===== src/design/counter_priority_task_scheduler_macros.svh =====
// ----------------------------------------------------------------------------
// Assertion macros for the counter/priority task scheduler
// Concurrent checks clocked on clk and disabled while rst_n is low.
// ----------------------------------------------------------------------------
`ifndef COUNTER_PRIORITY_TASK_SCHEDULER_MACROS_SVH
`define COUNTER_PRIORITY_TASK_SCHEDULER_MACROS_SVH

`ifndef SYNTHESIS
`define CPTS_ASSERT_IMP(lbl, ante, cons) \
    lbl: assert property (@(posedge clk) disable iff (!rst_n) (ante) |-> (cons)) \
        else $error("scheduler check failed");
`define CPTS_ASSERT_NXT(lbl, ante, cons) \
    lbl: assert property (@(posedge clk) disable iff (!rst_n) (ante) |=> (cons)) \
        else $error("scheduler check failed");
`else
`define CPTS_ASSERT_IMP(lbl, ante, cons)
`define CPTS_ASSERT_NXT(lbl, ante, cons)
`endif

`endif


===== src/design/cpts_pkg.sv =====
// ----------------------------------------------------------------------------
// cpts_pkg
// Operation codes, field widths and reset constants of the task scheduler.
// ----------------------------------------------------------------------------
`default_nettype none

package cpts_pkg;

    localparam int FUNC_W     = 2;
    localparam int SLOT_W     = 6;
    localparam int PRIO_W     = 6;
    localparam int INIT_W     = 7;
    localparam int TICK_W     = 32;
    localparam int IN_TDATA_W  = 24;
    localparam int OUT_TDATA_W = 40;

    localparam logic [FUNC_W-1:0] OP_TICK    = 2'd0;
    localparam logic [FUNC_W-1:0] OP_LOAD    = 2'd1;
    localparam logic [FUNC_W-1:0] OP_SET_RUN = 2'd2;
    localparam logic [FUNC_W-1:0] OP_RESCHED = 2'd3;

    localparam int RST_FIELD = 15;

endpackage

`default_nettype wire


===== src/design/cpts_ram.sv =====
// ----------------------------------------------------------------------------
// cpts_ram
// Generic simple dual-port RAM: one write port, one read port, registered read.
// ----------------------------------------------------------------------------
`default_nettype none

module cpts_ram #(
    parameter int WIDTH = 8,
    parameter int DEPTH = 64
) (
    input  wire logic                     clk,
    input  wire logic                     we,
    input  wire logic [$clog2(DEPTH)-1:0] waddr,
    input  wire logic [WIDTH-1:0]         wdata,
    input  wire logic [$clog2(DEPTH)-1:0] raddr,
    output logic      [WIDTH-1:0]         rdata
);

    logic [WIDTH-1:0] mem [DEPTH];

    always_ff @(posedge clk)
    begin
        if (we)
        begin
            mem[waddr] <= wdata;
        end
        rdata <= mem[raddr];
    end

endmodule

`default_nettype wire


===== src/design/cpts_table.sv =====
// ----------------------------------------------------------------------------
// cpts_table
// Task slot table: RAM of slot entries plus written bits; an entry never
// written reads back as its reset value.
// ----------------------------------------------------------------------------
`default_nettype none

module cpts_table #(
    parameter int NUM_TASKS     = 64,
    parameter int PRIORITY_BITS = 6
) (
    input  wire logic                                   clk,
    input  wire logic                                   rst_n,
    input  wire logic [$clog2(NUM_TASKS)-1:0]           rd_addr,
    output logic      [2*PRIORITY_BITS+2:0]             rd_data,
    input  wire logic                                   wr_en,
    input  wire logic [$clog2(NUM_TASKS)-1:0]           wr_addr,
    input  wire logic [2*PRIORITY_BITS+2:0]             wr_data
);

    import cpts_pkg::*;

    localparam int PB = PRIORITY_BITS;
    localparam int CB = PRIORITY_BITS + 1;
    localparam int EW = 2 + PB + CB;
    localparam int SW = $clog2(NUM_TASKS);

    logic [NUM_TASKS-1:0] valid_reg;
    logic [NUM_TASKS-1:0] valid_next;
    logic                 rd_valid_reg;
    logic                 rd_zero_reg;
    logic [EW-1:0]        ram_q;
    logic [EW-1:0]        rst_entry;

    cpts_ram #(
        .WIDTH (EW),
        .DEPTH (NUM_TASKS)
    ) u_ram (
        .clk   (clk),
        .we    (wr_en),
        .waddr (wr_addr),
        .wdata (wr_data),
        .raddr (rd_addr),
        .rdata (ram_q)
    );

    always_comb
    begin
        valid_next = valid_reg;
        if (wr_en)
        begin
            valid_next[wr_addr] = 1'b1;
        end
    end

    always_ff @(posedge clk or negedge rst_n)
    begin
        if (!rst_n)
        begin
            valid_reg <= '0;
        end
        else
        begin
            valid_reg <= valid_next;
        end
    end

    always_ff @(posedge clk)
    begin
        rd_valid_reg <= valid_reg[rd_addr];
        rd_zero_reg  <= (rd_addr == SW'(0));
    end

    assign rst_entry = {rd_zero_reg, rd_zero_reg, PB'(RST_FIELD), CB'(RST_FIELD)};
    assign rd_data   = rd_valid_reg ? ram_q : rst_entry;

endmodule

`default_nettype wire


===== src/design/counter_priority_task_scheduler.sv =====
// ----------------------------------------------------------------------------
// counter_priority_task_scheduler
// Counter/priority task selector over a RAM-held table of task slots.
// ----------------------------------------------------------------------------
// Usage:
//   Input words arrive on s_tvalid/s_tready with the operation in s_tuser
//   (tick, load slot, set run flag, reschedule) and the slot fields in
//   s_tdata. Every input word yields exactly one output word on
//   m_tvalid/m_tready carrying the running slot, the switched and
//   recomputed flags and the tick count.
//   One word is worked at a time. A load writes its slot from the
//   execute state; a tick or run-flag write reads the slot there and
//   writes it back in the state after. A reschedule walks the slot RAM
//   one entry a cycle, from the top slot down to slot 1, and a second
//   pass when counters are recomputed reads, updates and writes back
//   each counter. The slot RAM has a single read port.
//   Reset restores the slot table to its reset values at once through
//   written bits: no clearing pass is needed.
//   A stalled output holds its word; the next input word is still taken and
//   worked, and its result waits until the output register frees.
// ----------------------------------------------------------------------------
`default_nettype none

`include "counter_priority_task_scheduler_macros.svh"

module counter_priority_task_scheduler #(
    parameter int NUM_TASKS     = 64,
    parameter int PRIORITY_BITS = 6
) (
    input  wire logic                               clk,
    input  wire logic                               rst_n,
    input  wire logic                               s_tvalid,
    output logic                                    s_tready,
    // slot[5:0], present[6], priority_req[12:7], initial_count[19:13], runnable[20]
    input  wire logic [cpts_pkg::IN_TDATA_W-1:0]    s_tdata,
    // func[1:0]
    input  wire logic [cpts_pkg::FUNC_W-1:0]        s_tuser,
    output logic                                    m_tvalid,
    input  wire logic                               m_tready,
    // current_task[5:0], switched[6], recomputed[7], tick_count[39:8]
    output logic      [cpts_pkg::OUT_TDATA_W-1:0]   m_tdata
);

    import cpts_pkg::*;

    localparam int PB = PRIORITY_BITS;
    localparam int CB = PRIORITY_BITS + 1;
    localparam int EW = 2 + PB + CB;
    localparam int SW = $clog2(NUM_TASKS);

    localparam logic [2:0] S_IDLE     = 3'd0;
    localparam logic [2:0] S_EXEC     = 3'd1;
    localparam logic [2:0] S_TICK     = 3'd2;
    localparam logic [2:0] S_RUN      = 3'd3;
    localparam logic [2:0] S_SCAN     = 3'd4;
    localparam logic [2:0] S_SCAN_END = 3'd5;
    localparam logic [2:0] S_DONE     = 3'd6;

    logic [2:0]             state_reg, state_next;
    logic [FUNC_W-1:0]      op_reg, op_next;
    logic [SLOT_W-1:0]      slot_reg, slot_next;
    logic                   pres_reg, pres_next;
    logic [PRIO_W-1:0]      prio_reg, prio_next;
    logic [INIT_W-1:0]      init_reg, init_next;
    logic                   run_reg, run_next;
    logic [SW-1:0]          running_reg, running_next;
    logic [TICK_W-1:0]      ticks_reg, ticks_next;
    logic [SW-1:0]          idx_reg, idx_next;
    logic [SW-1:0]          pipe_addr_reg, pipe_addr_next;
    logic                   pipe_v_reg, pipe_v_next;
    logic                   pass_reg, pass_next;
    logic                   found_reg, found_next;
    logic [SW-1:0]          best_reg, best_next;
    logic [CB-1:0]          best_cnt_reg, best_cnt_next;
    logic                   sw_reg, sw_next;
    logic                   recomp_reg, recomp_next;
    logic                   m_valid_reg, m_valid_next;
    logic [OUT_TDATA_W-1:0] m_data_reg, m_data_next;

    logic [SW-1:0] rd_addr;
    logic [EW-1:0] rd_data;
    logic          wr_en;
    logic [SW-1:0] wr_addr;
    logic [EW-1:0] wr_data;

    logic          e_pres;
    logic          e_run;
    logic [PB-1:0] e_prio;
    logic [CB-1:0] e_cnt;
    logic [CB-1:0] cnt_dec;
    logic [CB-1:0] cnt_recomp;
    logic [CB-1:0] cand_cnt;
    logic          take;
    logic          found_upd;
    logic [SW-1:0] best_upd;
    logic [CB-1:0] best_cnt_upd;
    logic          slot_ok;
    logic [SW-1:0] slot_addr;
    logic          accept;
    logic          out_free;

    cpts_table #(
        .NUM_TASKS     (NUM_TASKS),
        .PRIORITY_BITS (PRIORITY_BITS)
    ) u_table (
        .clk     (clk),
        .rst_n   (rst_n),
        .rd_addr (rd_addr),
        .rd_data (rd_data),
        .wr_en   (wr_en),
        .wr_addr (wr_addr),
        .wr_data (wr_data)
    );

    assign s_tready  = (state_reg == S_IDLE);
    assign accept    = s_tvalid && s_tready;
    assign m_tvalid  = m_valid_reg;
    assign m_tdata   = m_data_reg;
    assign out_free  = !m_valid_reg || m_tready;

    assign slot_ok   = ({{(32-SLOT_W){1'b0}}, slot_reg} < 32'(NUM_TASKS));
    assign slot_addr = SW'(slot_reg);

    assign e_cnt  = rd_data[CB-1:0];
    assign e_prio = rd_data[CB+PB-1:CB];
    assign e_run  = rd_data[CB+PB];
    assign e_pres = rd_data[CB+PB+1];

    assign cnt_dec    = (e_cnt == '0) ? '0 : e_cnt - CB'(1);
    assign cnt_recomp = CB'(e_cnt[CB-1:1]) + CB'(e_prio);
    assign cand_cnt   = pass_reg ? cnt_recomp : e_cnt;
    assign take       = pipe_v_reg && e_pres && e_run
                        && (!found_reg || (cand_cnt > best_cnt_reg));
    assign found_upd    = found_reg || take;
    assign best_upd     = take ? pipe_addr_reg : best_reg;
    assign best_cnt_upd = take ? cand_cnt : best_cnt_reg;

    always_comb
    begin
        case (state_reg)
            S_EXEC:  rd_addr = (op_reg == OP_TICK) ? running_reg : slot_addr;
            S_SCAN:  rd_addr = idx_reg;
            default: rd_addr = running_reg;
        endcase
    end

    always_comb
    begin
        state_next    = state_reg;
        op_next       = op_reg;
        slot_next     = slot_reg;
        pres_next     = pres_reg;
        prio_next     = prio_reg;
        init_next     = init_reg;
        run_next      = run_reg;
        running_next  = running_reg;
        ticks_next    = ticks_reg;
        idx_next      = idx_reg;
        pipe_addr_next = pipe_addr_reg;
        pipe_v_next   = pipe_v_reg;
        pass_next     = pass_reg;
        found_next    = found_reg;
        best_next     = best_reg;
        best_cnt_next = best_cnt_reg;
        sw_next       = sw_reg;
        recomp_next   = recomp_reg;
        m_valid_next  = m_valid_reg && !m_tready;
        m_data_next   = m_data_reg;
        wr_en         = 1'b0;
        wr_addr       = running_reg;
        wr_data       = rd_data;

        case (state_reg)
            S_IDLE:
            begin
                if (accept)
                begin
                    op_next     = s_tuser;
                    slot_next   = s_tdata[5:0];
                    pres_next   = s_tdata[6];
                    prio_next   = s_tdata[12:7];
                    init_next   = s_tdata[19:13];
                    run_next    = s_tdata[20];
                    sw_next     = 1'b0;
                    recomp_next = 1'b0;
                    if (s_tuser == OP_TICK)
                    begin
                        ticks_next = ticks_reg + TICK_W'(1);
                    end
                    state_next = S_EXEC;
                end
            end
            S_EXEC:
            begin
                case (op_reg)
                    OP_TICK:
                    begin
                        state_next = S_TICK;
                    end
                    OP_LOAD:
                    begin
                        if (slot_ok)
                        begin
                            wr_en   = 1'b1;
                            wr_addr = slot_addr;
                            wr_data = {pres_reg, run_reg, PB'(prio_reg), CB'(init_reg)};
                        end
                        state_next = S_DONE;
                    end
                    OP_SET_RUN:
                    begin
                        state_next = slot_ok ? S_RUN : S_DONE;
                    end
                    default:
                    begin
                        state_next = S_SCAN;
                    end
                endcase
            end
            S_TICK:
            begin
                wr_en      = 1'b1;
                wr_addr    = running_reg;
                wr_data    = {e_pres, e_run, e_prio, cnt_dec};
                state_next = (cnt_dec == '0) ? S_SCAN : S_DONE;
            end
            S_RUN:
            begin
                wr_en      = 1'b1;
                wr_addr    = slot_addr;
                wr_data    = {e_pres, run_reg, e_prio, e_cnt};
                state_next = (!run_reg && (slot_addr == running_reg)) ? S_SCAN : S_DONE;
            end
            S_SCAN:
            begin
                // recompute pass: write back the updated counter one behind the read
                if (pass_reg && pipe_v_reg && e_pres)
                begin
                    wr_en   = 1'b1;
                    wr_addr = pipe_addr_reg;
                    wr_data = {e_pres, e_run, e_prio, cnt_recomp};
                end
                found_next     = found_upd;
                best_next      = best_upd;
                best_cnt_next  = best_cnt_upd;
                pipe_v_next    = 1'b1;
                pipe_addr_next = idx_reg;
                idx_next       = idx_reg - SW'(1);
                if (idx_reg == SW'(1))
                begin
                    state_next = S_SCAN_END;
                end
            end
            S_SCAN_END:
            begin
                if (pass_reg && pipe_v_reg && e_pres)
                begin
                    wr_en   = 1'b1;
                    wr_addr = pipe_addr_reg;
                    wr_data = {e_pres, e_run, e_prio, cnt_recomp};
                end
                pipe_v_next = 1'b0;
                if (!pass_reg && found_upd && (best_cnt_upd == '0))
                begin
                    pass_next     = 1'b1;
                    found_next    = 1'b0;
                    best_next     = '0;
                    best_cnt_next = '0;
                    idx_next      = SW'(NUM_TASKS - 1);
                    state_next    = S_SCAN;
                end
                else
                begin
                    running_next = found_upd ? best_upd : '0;
                    sw_next      = 1'b1;
                    recomp_next  = pass_reg;
                    state_next   = S_DONE;
                end
            end
            S_DONE:
            begin
                if (out_free)
                begin
                    m_valid_next = 1'b1;
                    m_data_next  = {ticks_reg, recomp_reg, sw_reg, SLOT_W'(running_reg)};
                    state_next   = S_IDLE;
                end
            end
            default:
            begin
                state_next = S_IDLE;
            end
        endcase

        // arm a fresh scan on entry
        if ((state_reg != S_SCAN) && (state_reg != S_SCAN_END) && (state_next == S_SCAN))
        begin
            pass_next     = 1'b0;
            found_next    = 1'b0;
            best_next     = '0;
            best_cnt_next = '0;
            pipe_v_next   = 1'b0;
            idx_next      = SW'(NUM_TASKS - 1);
        end
    end

    always_ff @(posedge clk or negedge rst_n)
    begin
        if (!rst_n)
        begin
            state_reg   <= S_IDLE;
            running_reg <= '0;
            ticks_reg   <= '0;
            pipe_v_reg  <= 1'b0;
            pass_reg    <= 1'b0;
            found_reg   <= 1'b0;
            sw_reg      <= 1'b0;
            recomp_reg  <= 1'b0;
            m_valid_reg <= 1'b0;
        end
        else
        begin
            state_reg   <= state_next;
            running_reg <= running_next;
            ticks_reg   <= ticks_next;
            pipe_v_reg  <= pipe_v_next;
            pass_reg    <= pass_next;
            found_reg   <= found_next;
            sw_reg      <= sw_next;
            recomp_reg  <= recomp_next;
            m_valid_reg <= m_valid_next;
        end
    end

    always_ff @(posedge clk)
    begin
        op_reg        <= op_next;
        slot_reg      <= slot_next;
        pres_reg      <= pres_next;
        prio_reg      <= prio_next;
        init_reg      <= init_next;
        run_reg       <= run_next;
        idx_reg       <= idx_next;
        pipe_addr_reg <= pipe_addr_next;
        best_reg      <= best_next;
        best_cnt_reg  <= best_cnt_next;
        m_data_reg    <= m_data_next;
    end

    `CPTS_ASSERT_NXT(a_busy_after_accept, accept, !s_tready)
    `CPTS_ASSERT_IMP(a_drain_has_data, state_reg == S_SCAN_END, pipe_v_reg)
    `CPTS_ASSERT_IMP(a_scan_skips_slot0,
        ((state_reg == S_SCAN) || (state_reg == S_SCAN_END)) && wr_en, wr_addr != '0)
    `CPTS_ASSERT_IMP(a_recomp_needs_switch, (state_reg == S_DONE) && !sw_reg, !recomp_reg)

endmodule

`default_nettype wire

===== config.mk =====
export PLATFORM = sky130hd
export DESIGN_NAME = counter_priority_task_scheduler
export DESIGN_NICKNAME = d
export VERILOG_FILES = /design/src/design/cpts_pkg.sv /design/src/design/cpts_ram.sv /design/src/design/cpts_table.sv /design/src/design/counter_priority_task_scheduler.sv
export VERILOG_INCLUDE_DIRS = /design/src /design/src/design
export SDC_FILE = /design/constraint.sdc
export NUM_CORES = 2
export LEC_CHECK = 0
export ABC_AREA = 1
export BUFFER_PORTS_ARGS = -buffer_cell sky130_fd_sc_hd__buf_2
export CAP_MARGIN = 20
export CORE_UTILIZATION = 55
export CTS_BUF_LIST = sky130_fd_sc_hd__clkbuf_4 sky130_fd_sc_hd__clkbuf_8
export DETAILED_ROUTE_END_ITERATION = 16
export PLACE_DENSITY = 0.74
export SYNTH_ARGS = -nofsm -noshare
export SYNTH_HDL_FRONTEND = slang
export SYNTH_SLANG_ARGS = --single-unit

===== constraint.sdc =====
create_clock -name clk -period 4.35 [get_ports clk]
set_input_delay 0.87 -clock clk [delete_from_list [all_inputs] [get_ports clk]]
set_output_delay 0.87 -clock clk [all_outputs]
set_load 0.01 [all_outputs]

==> impl_metrics.yaml <==
global_routing:
  grt_max_degree: 127
  grt_pass1_vias: 31200
  grt_use_total_pct: 27.52
  overflow: 0
  grt_pass1_wl_um: 185200
  antenna_found_initial: 2
die:
  coreArea_um2: 87020
  die_y_um: 298.8
  start_util_pct: 55.67
  io-pin-count: 72
  die_area_um2: 89280
  die_x_um: 298.8
  rows: 108
sta:
  worst_slew_pin_slew_ns: 0.9646
  relSlewSlack_pct: 35.45
  maxSlewViolCount: 0
  finalHoldViolCount: 0
  setup_ws_ns: 0.3820
  timing.fmax_mhz: 252.0
  fin_crit_ns: 3.968
  fin_setup_tns_ns: 0
  fin_skew_ns: 0.03622
  rsz0062_at_grt: "no"
  final-setup-viol-count: 0
  finalCritPeriodShare_pct: 91.22
detailed_routing:
  drt_pre_antenna_iters: 8
  ant_nets: 0
  drtIter0Drc: 3608
  drc_errors: 0
  dr_total_vias: 32540
  routedWlPerCell_um: 22.46
  met3_length_um: 11840
  dr_wl_met2_um: 57720
  via_per_inst: 5.951
  maxUsedRoutingLayer: "met5"
  wirelength_um: 122800
  met1_length_um: 48400
logic_synthesis:
  avgSynthCellArea_um2: 12.21
  syn_nets: 4015
  synth_top_area_share_pct: 63.78
  dominantRegCellSynth: "edfxtp_1"
  ys_seq_elements: 1176
  synth_cells: 3968
  syn_area_um2: 48450
  ys_warn_count: 0
  yosysUniqueCellTypes: 57
  ys_seq_area_share_pct: 71.00
  synth_largest_area_cell: "edfxtp_1"
  synth_edf_count: 1029
  synth.top_cells.by_area: "edfxtp_1 (64%), dfrtp_1 (5.7%), o21ai_0 (4.4%), nand2_1 (3.9%), o211ai_1 (3.8%)"
  ys_async_sr_fraction_pct: 9.439
place:
  place_ws_ns: 0.1503
  gp_congestion: 0.9332
  hpwl_um: 72680
  io_buffers: 68
  placed_area_um2: 50710
critical_path:
  slowest_delay_ns: 0.37
  cp_data_required_time_ns: 5.09
  reg2reg_to: "best_cnt_reg[5]"
  r2r_start: "u_table.rd_valid_reg"
  r2r_slack_ns: 0.38
  cp_top_family: "simple AND/OR/NAND/NOR gates"
  crit_path_start_kind: "flop"
  path_buf_inv: 5
  path_max_fanout: 16
  cp.depth: 29
  worst_setup_path_end_kind: "flop"
  startpoint: "u_table.rd_valid_reg"
  worstPathArrival_ns: 4.70
  slowest_stage: "dfxtp_2"
  cpMostUsedCell: "nand2_1"
  criticalPathCategory: "flop to flop"
  rr_worst_depth: 29
power:
  total_power_mw: 44.51
  powerDensity_nw_per_um2: 816.8
  comb_power_share_pct: 44.7
  p_sw_mw: 19.08
  p_int_mw: 25.42
  power_leakage_nw: 19.66
  switching_share_pct: 42.87
  p_clk_share_pct: 20.6
  seqPwrFrac_pct: 34.7
  vdd_drop_max_v: 0.0008763
cts:
  clkTransAtPathRegs_ns: 0.07
  cts_buffers: 180
  numClockSinks: 1176
  clockRootBuffer: "clkbuf_8"
  holdBufCountCts: 0
  cts_setup_buffers: 0
  insertion_delay_ns: 0.85
  h-tree-depth: 4
  clk_path_buf_depth: 3
  ctsResizeCount: 0
  cts_tree: "yes"
final_layout:
  final_util_pct: 62.61
  nets: 4210
  layout_commonest_cell: "edfxtp_1"
  fin_area_um2: 54490
  largest_reg_flops: 960
  syn_to_final_growth_pct: 12.47
  final_cell_mix: "edfxtp_1 (1029), nand2_1 (499), nor2_1 (483)"
  drive_above_1_share_pct: 16.08
run_status:
  status: "finished, final reports clean"
hold_path:
  hold_path_class: "input port to asynchronous set/reset pin"
run:
  drv_cap: 0
==> final cells by class <==
cell class | count | area [um^2]
Sequential cell | 1176 | 34400
Clock inverter | 61 | 452.9
Clock buffer | 268 | 3188
Tap cell | 1155 | 1445
Fill cell | 6377 | 32540
Multi-Input combinational cell | 2353 | 12240
Inverter | 217 | 832.0
Timing Repair Buffer | 235 | 1928
Antenna cell | 3 | 7.507
==> Yosys cell counts, types with 3 or more instances <==
cell and instances:
nor2_2 6, clkbuf_2 3, or2_2 91, nand3b_1 6, a21oi_2 3, xor2_1 23, o2111ai_1 4, o22ai_1 87
o21bai_1 12, o21ai_1 38, buf_4 27, o21ai_0 422, nor3_2 4, o32ai_1 3, nand3_1 159, xnor2_1 12
nand2_1 505, a21oi_1 64, nand4_1 26, a31oi_1 4, dfxtp_1 36, inv_2 13, inv_1 202, or2_1 39
buf_1 4, edfxtp_1 1029, ha_1 17, nand2_2 6, o211ai_1 243, dfrtp_1 111, nor4_1 4, nor3_1 20
or2_0 29, buf_2 93, clkbuf_1 75, nor2_1 484, nor3b_1 3, buf_6 20, and3_1 14
==> power groups by stage <==
stage / combinational [mW] / clock [mW] / sequential (mW)
finish: 19.9 / 9.18 / 15.4
global route: 21.4 / 9.75 / 15.5
CTS: 19.3 / 9.25 / 15.4
detailed placement: 19.3 / 0 / 15.6
global placement: 18.8 / 0 / 15.6
floorplan: 12.0 / 0 / 15.8
==> logic make-up (layout without fill, tap and decap cells) <==
kind of cell    after synthesis  in the layout  share of synthesized area [%]
buf+inv                     439            781                          4.171
xor+xnor                     35             35                         0.6327
compound gates              895            895                          11.00
flops                      1176           1176                          71.00
mux                           2              2                        0.04390
simple gates               1404           1404                          12.72
other cells                   0              3                              0
fa+ha+maj                    17             17                         0.4390
==> metal layers <==
layer | track usage (%) | up-vias
met2 | 43.37 | 1720
li1 | - | 14670
met3 | 5.518 | 292
met1 | 37.37 | 15860
met5 | 0 | -
met4 | 12.05 | 2
==> stage by stage <==
step	hold slack, ns	std cells
3_3_place_gp	0.4387	5131
3_5_place_dp	0.4456	5132
6_report	0.1539	5468
5_1_grt	0.1625	5467
4_1_cts	0.1251	5461
2_1_floorplan	0.4253	3968
==> worst max path at each step <==
stage	endpoint	slack [ns]
2_1_floorplan	u_table.u_ram.mem[0][10]	0.09
3_3_place_gp	idx_reg[0]	0.21
3_5_place_dp	best_reg[2]	0.15
4_1_cts	best_reg[2]	0.14
5_1_grt	found_reg	0.03
6_report	best_cnt_reg[5]	0.38
No activity file was read; power rests on OpenSTA's default activity.
